## config.mk

```make
export PLATFORM = sky130hd
export DESIGN_NAME = heartbeat_frame_receiver_top
export DESIGN_NICKNAME = d
export VERILOG_FILES = /design/src/hw/rtl/hfr_pkg.sv /design/src/hw/rtl/hfr_parser.sv /design/src/hw/rtl/heartbeat_frame_receiver_top.sv
export SDC_FILE = /design/constraint.sdc
export NUM_CORES = 1
export LEC_CHECK = 0
export BUFFER_PORTS_ARGS = -buffer_cell sky130_fd_sc_hd__buf_2
export CORE_ASPECT_RATIO = 0.75
export CORE_UTILIZATION = 30
export DETAILED_ROUTE_END_ITERATION = 10
export PLACE_DENSITY = 0.5
export SLEW_MARGIN = 10
export SYNTH_ARGS = -nofsm -noshare
export SYNTH_HDL_FRONTEND = slang
export SYNTH_HIERARCHICAL = 1
export SYNTH_SLANG_ARGS = --single-unit
```

## constraint.sdc

```tcl
create_clock -name clk -period 5 [get_ports clk]
set_input_delay 0 -clock clk [delete_from_list [all_inputs] [get_ports clk]]
set_output_delay 0 -clock clk [all_outputs]
set_load 0.005 [all_outputs]
```

## src/hw/rtl/hfr_pkg.sv

```systemverilog
`default_nettype none
// ----------------------------------------------------------------------------
// Heartbeat frame receiver package
// Shared types, frame constants and the CRC-8 helper for the receiver.
// ----------------------------------------------------------------------------
package hfr_pkg;

    localparam int TIME_W = 32;
    localparam int BYTE_W = 8;

    localparam logic [BYTE_W-1:0] SYNC_FIRST  = 8'hAA;
    localparam logic [BYTE_W-1:0] SYNC_SECOND = 8'h55;
    localparam logic [BYTE_W-1:0] CRC_POLY    = 8'h07;

    localparam logic [TIME_W-1:0] TIMEOUT_RESET = 32'd1000;

    localparam logic REQ_BYTE  = 1'b0;
    localparam logic REQ_QUERY = 1'b1;

    typedef enum logic [3:0] {
        PH_HUNT_SYNC1 = 4'b0001,
        PH_HUNT_SYNC2 = 4'b0010,
        PH_GET_SEQ    = 4'b0100,
        PH_GET_CRC    = 4'b1000
    } hfr_phase_t;

    typedef struct packed {
        logic              req_type;
        logic [BYTE_W-1:0] rx_byte;
        logic [TIME_W-1:0] now_ms;
    } hfr_item_t;

    typedef struct packed {
        logic peer_alive;
        logic frame_accepted;
    } hfr_result_t;

    function automatic logic [BYTE_W-1:0] crc8_of_byte(input logic [BYTE_W-1:0] v);
        logic [BYTE_W-1:0] c;
        c = v;
        for (int i = 0; i < BYTE_W; i++)
        begin
            if (c[BYTE_W-1])
            begin
                c = {c[BYTE_W-2:0], 1'b0} ^ CRC_POLY;
            end
            else
            begin
                c = {c[BYTE_W-2:0], 1'b0};
            end
        end
        return c;
    endfunction

endpackage
`default_nettype wire

```

## src/hw/rtl/hfr_parser.sv

```systemverilog
`default_nettype none
// ----------------------------------------------------------------------------
// Heartbeat frame parser
// Holds the frame hunt state and last receive time, and turns one item into
// its frame-accepted and peer-alive flags in a single pass.
// ----------------------------------------------------------------------------
module hfr_parser
    import hfr_pkg::*;
(
    input  wire logic              clk,
    input  wire logic              rst_n,
    input  wire logic              step,
    input  wire hfr_item_t         item,
    input  wire logic [TIME_W-1:0] timeout_ms,
    output hfr_result_t            result
);

    hfr_phase_t        phase_reg, phase_next;
    logic [BYTE_W-1:0] seq_reg, seq_next;
    logic [TIME_W-1:0] last_reg, last_next;
    logic              accepted;
    logic [TIME_W-1:0] gap;

    always_comb
    begin
        phase_next = phase_reg;
        seq_next   = seq_reg;
        accepted   = 1'b0;
        if (item.req_type == REQ_BYTE)
        begin
            case (phase_reg)
                PH_HUNT_SYNC1:
                begin
                    phase_next = (item.rx_byte == SYNC_FIRST) ? PH_HUNT_SYNC2 : PH_HUNT_SYNC1;
                end
                PH_HUNT_SYNC2:
                begin
                    phase_next = (item.rx_byte == SYNC_SECOND) ? PH_GET_SEQ : PH_HUNT_SYNC1;
                end
                PH_GET_SEQ:
                begin
                    seq_next   = item.rx_byte;
                    phase_next = PH_GET_CRC;
                end
                PH_GET_CRC:
                begin
                    accepted   = (item.rx_byte == crc8_of_byte(seq_reg));
                    phase_next = PH_HUNT_SYNC1;
                end
                default:
                begin
                    phase_next = PH_HUNT_SYNC1;
                end
            endcase
        end
        last_next = accepted ? item.now_ms : last_reg;
    end

    // A frame taken now leaves a zero gap, so only the time itself matters.
    assign gap = item.now_ms - last_reg;

    always_comb
    begin
        result.frame_accepted = accepted;
        if (accepted)
        begin
            result.peer_alive = (item.now_ms != '0);
        end
        else
        begin
            result.peer_alive = (last_reg != '0) && (gap <= timeout_ms);
        end
    end

    always_ff @(posedge clk or negedge rst_n)
    begin
        if (!rst_n)
        begin
            phase_reg <= PH_HUNT_SYNC1;
            seq_reg   <= '0;
            last_reg  <= '0;
        end
        else if (step)
        begin
            phase_reg <= phase_next;
            seq_reg   <= seq_next;
            last_reg  <= last_next;
        end
    end

endmodule
`default_nettype wire

```

## src/hw/rtl/heartbeat_frame_receiver_top.sv

```systemverilog
`default_nettype none
// ----------------------------------------------------------------------------
// Heartbeat frame receiver
// Stream front end that hunts AA 55 SEQ CRC frames and reports peer liveness.
// ----------------------------------------------------------------------------
// Every input word, a received byte or a time-only query, yields exactly one
// output word. A word is captured in an input register, evaluated
// combinationally by the frame parser and placed in an output register, so
// the block takes one word per cycle; only the downstream tready sets throughput.
// The timeout register resets to 1000 ms; the user writes it through cfg_wr_en
// and cfg_wr_data while the stream is idle, which the block does not enforce.
module heartbeat_frame_receiver_top
    import hfr_pkg::*;
(
    input  wire logic              clk,
    input  wire logic              rst_n,
    input  wire logic              cfg_wr_en,
    input  wire logic [TIME_W-1:0] cfg_wr_data,
    input  wire logic              s_axis_tvalid,
    output logic                   s_axis_tready,
    input  wire logic [39:0]       s_axis_tdata,  // rx_byte[7:0], now_ms[39:8]
    input  wire logic              s_axis_tuser,  // req_type
    output logic                   m_axis_tvalid,
    input  wire logic              m_axis_tready,
    output logic [7:0]             m_axis_tdata   // frame_accepted, peer_alive, zero pad
);

    logic [TIME_W-1:0] timeout_reg;
    logic              in_valid_reg;
    hfr_item_t         in_item_reg;
    logic              out_valid_reg;
    hfr_result_t       out_result_reg;
    hfr_result_t       result;
    logic              out_load;
    logic              in_load;

    assign out_load      = in_valid_reg && (!out_valid_reg || m_axis_tready);
    assign s_axis_tready = !in_valid_reg || out_load;
    assign in_load       = s_axis_tvalid && s_axis_tready;

    always_ff @(posedge clk or negedge rst_n)
    begin
        if (!rst_n)
        begin
            timeout_reg <= TIMEOUT_RESET;
        end
        else if (cfg_wr_en)
        begin
            timeout_reg <= cfg_wr_data;
        end
    end

    always_ff @(posedge clk or negedge rst_n)
    begin
        if (!rst_n)
        begin
            in_valid_reg  <= 1'b0;
            out_valid_reg <= 1'b0;
        end
        else
        begin
            if (s_axis_tready)
            begin
                in_valid_reg <= s_axis_tvalid;
            end
            if (out_load)
            begin
                out_valid_reg <= 1'b1;
            end
            else if (m_axis_tready)
            begin
                out_valid_reg <= 1'b0;
            end
        end
    end

    always_ff @(posedge clk)
    begin
        if (in_load)
        begin
            in_item_reg.req_type <= s_axis_tuser;
            in_item_reg.rx_byte  <= s_axis_tdata[7:0];
            in_item_reg.now_ms   <= s_axis_tdata[39:8];
        end
        if (out_load)
        begin
            out_result_reg <= result;
        end
    end

    hfr_parser u_parser (
        .clk        (clk),
        .rst_n      (rst_n),
        .step       (out_load),
        .item       (in_item_reg),
        .timeout_ms (timeout_reg),
        .result     (result)
    );

    assign m_axis_tvalid = out_valid_reg;
    assign m_axis_tdata  = {6'b0, out_result_reg.peer_alive, out_result_reg.frame_accepted};

endmodule
`default_nettype wire

```

# Word-level counts from Yosys, hierarchy flattened
# Index checks and enable logic that the tools add are counted.
[word_totals]
ff_bits = 121
in_bits = 78
word_cells = 74
[classes]
n_addsub = 1
n_lt_le_gt_ge = 1
n_eq_ne = 7
muxes = 32
n_bitwise = 9
reduce_logical = 13
[op_table]
columns = ["cell", "n"]
rows = [
  ["two-way mux 8 bit", 16],
  ["nonzero test 32 bit", 2],
  ["<= comparator 32 bit", 1],
  ["subtractor 32 bit", 1],
  ["two-way mux 3 bit", 9],
  ["NOT 3 bit", 8],
  ["one-hot mux 4 bit (3 select lines)", 1],
  ["== test 8 x 7 -> 1 bit, second input constant", 1],
  ["== test 8 bit", 1],
  ["== test 8 bit, second input constant", 1],
  ["two-way mux 1 bit", 5],
  ["== test 4 x 1 -> 1 bit, second input constant", 1],
  ["== test 4 x 2 -> 1 bit, second input constant", 1],
  ["== test 4 x 3 -> 1 bit, second input constant", 1],
  ["== test 4 bit, second input constant", 1],
  ["AND reduction 2 bit", 2],
  ["logical AND 1 bit", 3],
  ["AND reduction 3 bit", 1],
  ["logical NOT 1 bit", 2],
  ["logical OR 1 bit", 2],
  ["two-way mux 2 bit", 1],
  ["nonzero test 2 bit", 1],
  ["NOT 1 bit", 1],
]

# Logic depth before layout (Yosys ltp)
[depth]
word_depth = 36
depth_mapped = 19
depth_no_buf = 19

# Modules after synthesis
# Netlist, hierarchy kept.
[by_module_without_submodules]
columns = ["module", "n_inst", "cells_each", "area_each_um2"]
rows = [
  ["hfr_parser", 1, 555, 4728.3],
  ["heartbeat_frame_receiver_top", 1, 126, 2781.4],
]

# Worst setup path after synthesis
# OpenSTA, ideal clock, no wires.
[synth_path]
path_kind = "register to register"
start = "reg in_item_reg[5] in the netlist's numbering"
end = "reg out_result_reg, in the netlist m_axis_tdata[1], data pin"
setup_time_ps = 188
arrival_time_ps = 3459
slack_ps = 1353
path_stages_with_launch = 15
n_path_buf = 0
period_less_slack_ps = 3647
cell_sequence = "edfxtp_1 > ha_1 > a21o_1 > or3_1 > o221a_2 > a311oi_2 > o21a_2 > nor2_2 > a2111oi_4 > xnor2_1 > ha_1 > nand4_1 > nor4_1 > a21oi_1 > o41ai_1"
[synth_rtl]
columns = ["element", "line", "source"]
rows = [
  ["from (decl)", "heartbeat_frame_receiver_top.sv:30", "hfr_item_t in_item_reg;"],
  ["to (signal assigned)", "heartbeat_frame_receiver_top.sv:87", "out_result_reg <= result;"],
  ["to (decl)", "heartbeat_frame_receiver_top.sv:32", "hfr_result_t out_result_reg;"],
]

==> results.md <==
- The CTS tree is done.
- The class of the most critical hold timing path is in -> reg.
- The beginning of the worst register-to-register path is in_item_reg[3].
- The share of synthesized flip-flops with an asynchronous set or reset is 64.46%.
- The flip-flop count of the largest register after layout is 41.
- The number of fill cells in the layout is 2432.
- The setup check on the worst reg-to-reg path leaves a slack of 0.86 ns.
- Setup repair after global routing left no endpoint under its margin.
- The clock transition time at the flip-flop clock pins of the worst setup and hold paths is 0.07 ns.
- The number of max-cap violations is 0.
- The maximum operating frequency is 241.5 MHz.
- The total number of yosys warnings is 6.
- The number of enable flip-flop cells after synthesis is 43.
- Pin placement for this block handled 88 I/O pins.
- In the final design database the tool counted 984 nets.
- The total half-perimeter wirelength after legalization and detailed placement is 13530 µm.
- The endpoint type of the worst setup path is a register.
- The die is 139.0 µm tall.
- In the routed layout, each cell is associated on average with a via count of 4.628.
- The required time of the critical path is 5.23 ns.
- The number of global-route vias before repair is 5403.
- The detail route stage leaves a number of antenna-violating nets equal to 0.
- The measured slew at the worst slew-check pin is 1.025 ns.
- The initial antenna violation count is 0.
- The floorplan core area is 0.02428 mm².
- The number of antenna diodes in the final layout is 0.
- The total detailed-routing wirelength is 18100 µm.
- For hold timing, the worst endpoint is in_item_reg[27].
- The clock network latency to the later pin of the worst-skew pair is 0.44 ns.
- For this run the aggregate overflow at the end of global routing stands at 0.
- The initial utilization of the core area, before any placement, comes to 30.93%.
- The floorplan die width is 184.7 µm.
- For this run, the detailed router's first-pass iteration total came to 5.
- The share of final-layout standard cells stronger than drive strength 1 is 20.12%.
- Hold is met by 0.2742 ns.
- For the final database, setup skew stands at 0.01849 ns.
- In this run, CTS created clock tree buffers numbering 17.
- The number of max-slew violations in the final report was 0.
- The initial detailed-routing violation count is 355.
- Counting along the longest clock path gives a buffer depth of 2.
- Data on the critical path arrives at its endpoint at 4.37 ns.
- The most common cell after layout, fill and taps aside is sky130_fd_sc_hd__buf_2.
- The first global-routing pass estimated 28880 µm of wire.
- The worst setup path is of the reg -> reg kind.
- The area added between synthesis and finish is 27.02%.
- In this run the static leakage power is 4.298 nW.
- After synthesis the netlist holds a flip-flop and latch count of 121.
- The count of buffers inserted at the top-level ports is 81.
- The peak supply drop is 0.2335 mV.
- Of the available clock period, the critical path in the final layout requires 82.82%.
- The floorplan has 49 rows.
- The number of distinct library cells after synthesis is 61.
- The worst setup path is launched from a register.
- The source of the critical timing path is in_item_reg[3].
- Global routing used 14.72% of the available tracks across all layers.
- The die footprint is 0.02568 mm².
- The number of H-tree levels is 4.
- For this block, the via count after detailed routing is 5489.
- In this run the cell area of the synthesized design comes to 0.007510 mm².
- The worst hold path passes through 2 cells.
- Summed over all failing endpoints, the final setup total negative slack is 0 ns.
- Headroom to the max-slew limit came out at 31.66%.
- After detailed routing, the number of remaining DRC violations is 0.
- The run finished with clean final reports.
- A synthesized cell averages 11.03 µm².
- In the layout the commonest cells are sky130_fd_sc_hd__buf_2, sky130_fd_sc_hd__dlygate4sd3_1, sky130_fd_sc_hd__inv_1.
- The master cell of the clock root buffer is sky130_fd_sc_hd__clkbuf_16.
- The count of clock tree sinks is 121.
- The cell count after synthesis is 681.
- The endpoint identified for the worst register-to-register timing path is m_axis_tdata[1].
- The final-report hold violation count is 0.
- The power density over the cells is 299.1 mW/mm².
- Setup violations remaining at the end of the flow were counted as 0.
- The cell count of the worst reg-to-reg path is 17.
- The main flop type after synthesis is sky130_fd_sc_hd__dfrtp_1.
- Routability-driven placement finished with a final weighted congestion of 0.8428.
- Along the worst path, the maximum fanout reaches 5.
- After detailed routing, the average wire length per cell comes to 15.26 µm.
- The largest net degree at the start of global routing is 71.
- The startpoint of the lowest-slack hold path is s_axis_tdata[35].
- The number of setup buffers added after CTS is 0.
- The post-layout minimum cycle time is 4.141 ns.
- The share of the Yosys chip area taken by registers is 43.30%.
cell usage after synthesis, types with 5 or more instances:
| master | number | share of area, % |
|---|---|---|
| sky130_fd_sc_hd__a21o_1 | 25 | 2.5 |
| sky130_fd_sc_hd__a21oi_1 | 46 | 3.1 |
| sky130_fd_sc_hd__a31oi_1 | 6 | 0.50 |
| sky130_fd_sc_hd__buf_4 | 7 | 0.70 |
| sky130_fd_sc_hd__clkbuf_1 | 8 | 0.40 |
| sky130_fd_sc_hd__dfrtp_1 | 71 | 24 |
| sky130_fd_sc_hd__dfstp_2 | 7 | 2.4 |
| sky130_fd_sc_hd__edfxtp_1 | 43 | 17 |
| sky130_fd_sc_hd__ha_1 | 63 | 10 |
| sky130_fd_sc_hd__inv_1 | 73 | 3.6 |
| sky130_fd_sc_hd__mux2_1 | 29 | 4.3 |
| sky130_fd_sc_hd__mux2_2 | 12 | 1.8 |
| sky130_fd_sc_hd__mux2_4 | 30 | 6.0 |
| sky130_fd_sc_hd__nand2_1 | 35 | 1.7 |
| sky130_fd_sc_hd__nand2b_1 | 8 | 0.67 |
| sky130_fd_sc_hd__nand3_1 | 6 | 0.40 |
| sky130_fd_sc_hd__nand4_1 | 16 | 1.3 |
| sky130_fd_sc_hd__nor2_1 | 27 | 1.3 |
| sky130_fd_sc_hd__nor2b_1 | 5 | 0.42 |
| sky130_fd_sc_hd__nor3_1 | 6 | 0.40 |
| sky130_fd_sc_hd__nor4_1 | 20 | 1.7 |
| sky130_fd_sc_hd__o211ai_1 | 6 | 0.60 |
| sky130_fd_sc_hd__o21a_1 | 7 | 0.70 |
| sky130_fd_sc_hd__o21ai_0 | 23 | 1.5 |
| sky130_fd_sc_hd__xnor2_1 | 32 | 3.7 |
| sky130_fd_sc_hd__xor2_1 | 11 | 1.3 |
cell families after synthesis:
family / synth area share (%)
flops: 43.30
fa+ha+maj: 10.76
buf+inv: 6.214
compound gates: 12.13
simple gates: 9.897
other cells: 0.04994
mux: 12.41
xor+xnor: 5.232
layout make-up:
type                       instances  area [µm²]  area share (%)
clock buffer                      18       429.2           4.499
clock inverter                    14       162.7           1.705
inverter                          73       274.0           2.873
multi-input combinational        469        3811           39.95
sequential                       121        3252           34.09
tap                              331       414.1           4.342
timing repair buffer             160        1196           12.54
worst max-delay path: stages, from the launching register on:
cell	delay [ns]
sky130_fd_sc_hd__edfxtp_1	0.42
sky130_fd_sc_hd__ha_1	0.39
sky130_fd_sc_hd__a21o_1	0.20
sky130_fd_sc_hd__a21oi_1	0.20
sky130_fd_sc_hd__a21oi_1	0.11
sky130_fd_sc_hd__nor2_1	0.26
sky130_fd_sc_hd__a31oi_1	0.17
sky130_fd_sc_hd__a41oi_1	0.38
sky130_fd_sc_hd__nor2_1	0.10
sky130_fd_sc_hd__o311a_1	0.36
sky130_fd_sc_hd__ha_1	0.30
sky130_fd_sc_hd__a21o_1	0.16
sky130_fd_sc_hd__a21o_1	0.17
sky130_fd_sc_hd__a21oi_1	0.13
sky130_fd_sc_hd__o21ai_0	0.10
sky130_fd_sc_hd__a21oi_1	0.12
sky130_fd_sc_hd__a21oi_1	0.05
sky130_fd_sc_hd__o41ai_1	0.32
stage by stage:
stage	power (mW)	utilization [%]	std cells	area (µm²)	worst slack, ns
floorplan	1.442	-	686	7528	1.353
global route	3.004	39.29	1186	9539	0.5928
global placement	1.578	33.64	1076	8167	1.011
CTS	2.895	39.29	1186	9539	0.8457
finish	2.853	39.29	1186	9539	0.8590
detailed placement	1.577	33.64	1076	8167	0.8622
per-layer routing:
metal	global-route usage (%)	part of all wire, %
met3	3.992	5.0
met4	3.306	0.61
met1	23.63	57
met2	18.87	37
met5	0	0
report_power, final:
| group | leakage, nW | internal, mW | switching [mW] |
|---|---|---|---|
| sequential | 1.41 | 1.09 | 0.0432 |
| combinational | 2.61 | 0.239 | 0.234 |
| clock | 0.277 | 0.746 | 0.500 |
repair_timing:
| item | in CTS | in global routing |
|---|---|---|
| endpoints found under the hold margin | 146 | 0 |
| resized for setup | 0 | 0 |
| hold buffers | 78 | 0 |
how the worst max path moves through the flow:
| stage | slack [ns] | depth (start not counted) | end |
|---|---|---|---|
| floorplan | 1.35 | 14 | m_axis_tdata[1] |
| global placement | 1.01 | 17 | m_axis_tdata[1] |
| detailed placement | 0.86 | 17 | m_axis_tdata[1] |
| CTS | 0.85 | 17 | m_axis_tdata[1] |
| global route | 0.59 | 18 | m_axis_tdata[1] |
| finish | 0.86 | 17 | m_axis_tdata[1] |
Note: power is estimated with default switching activity, not from simulation.
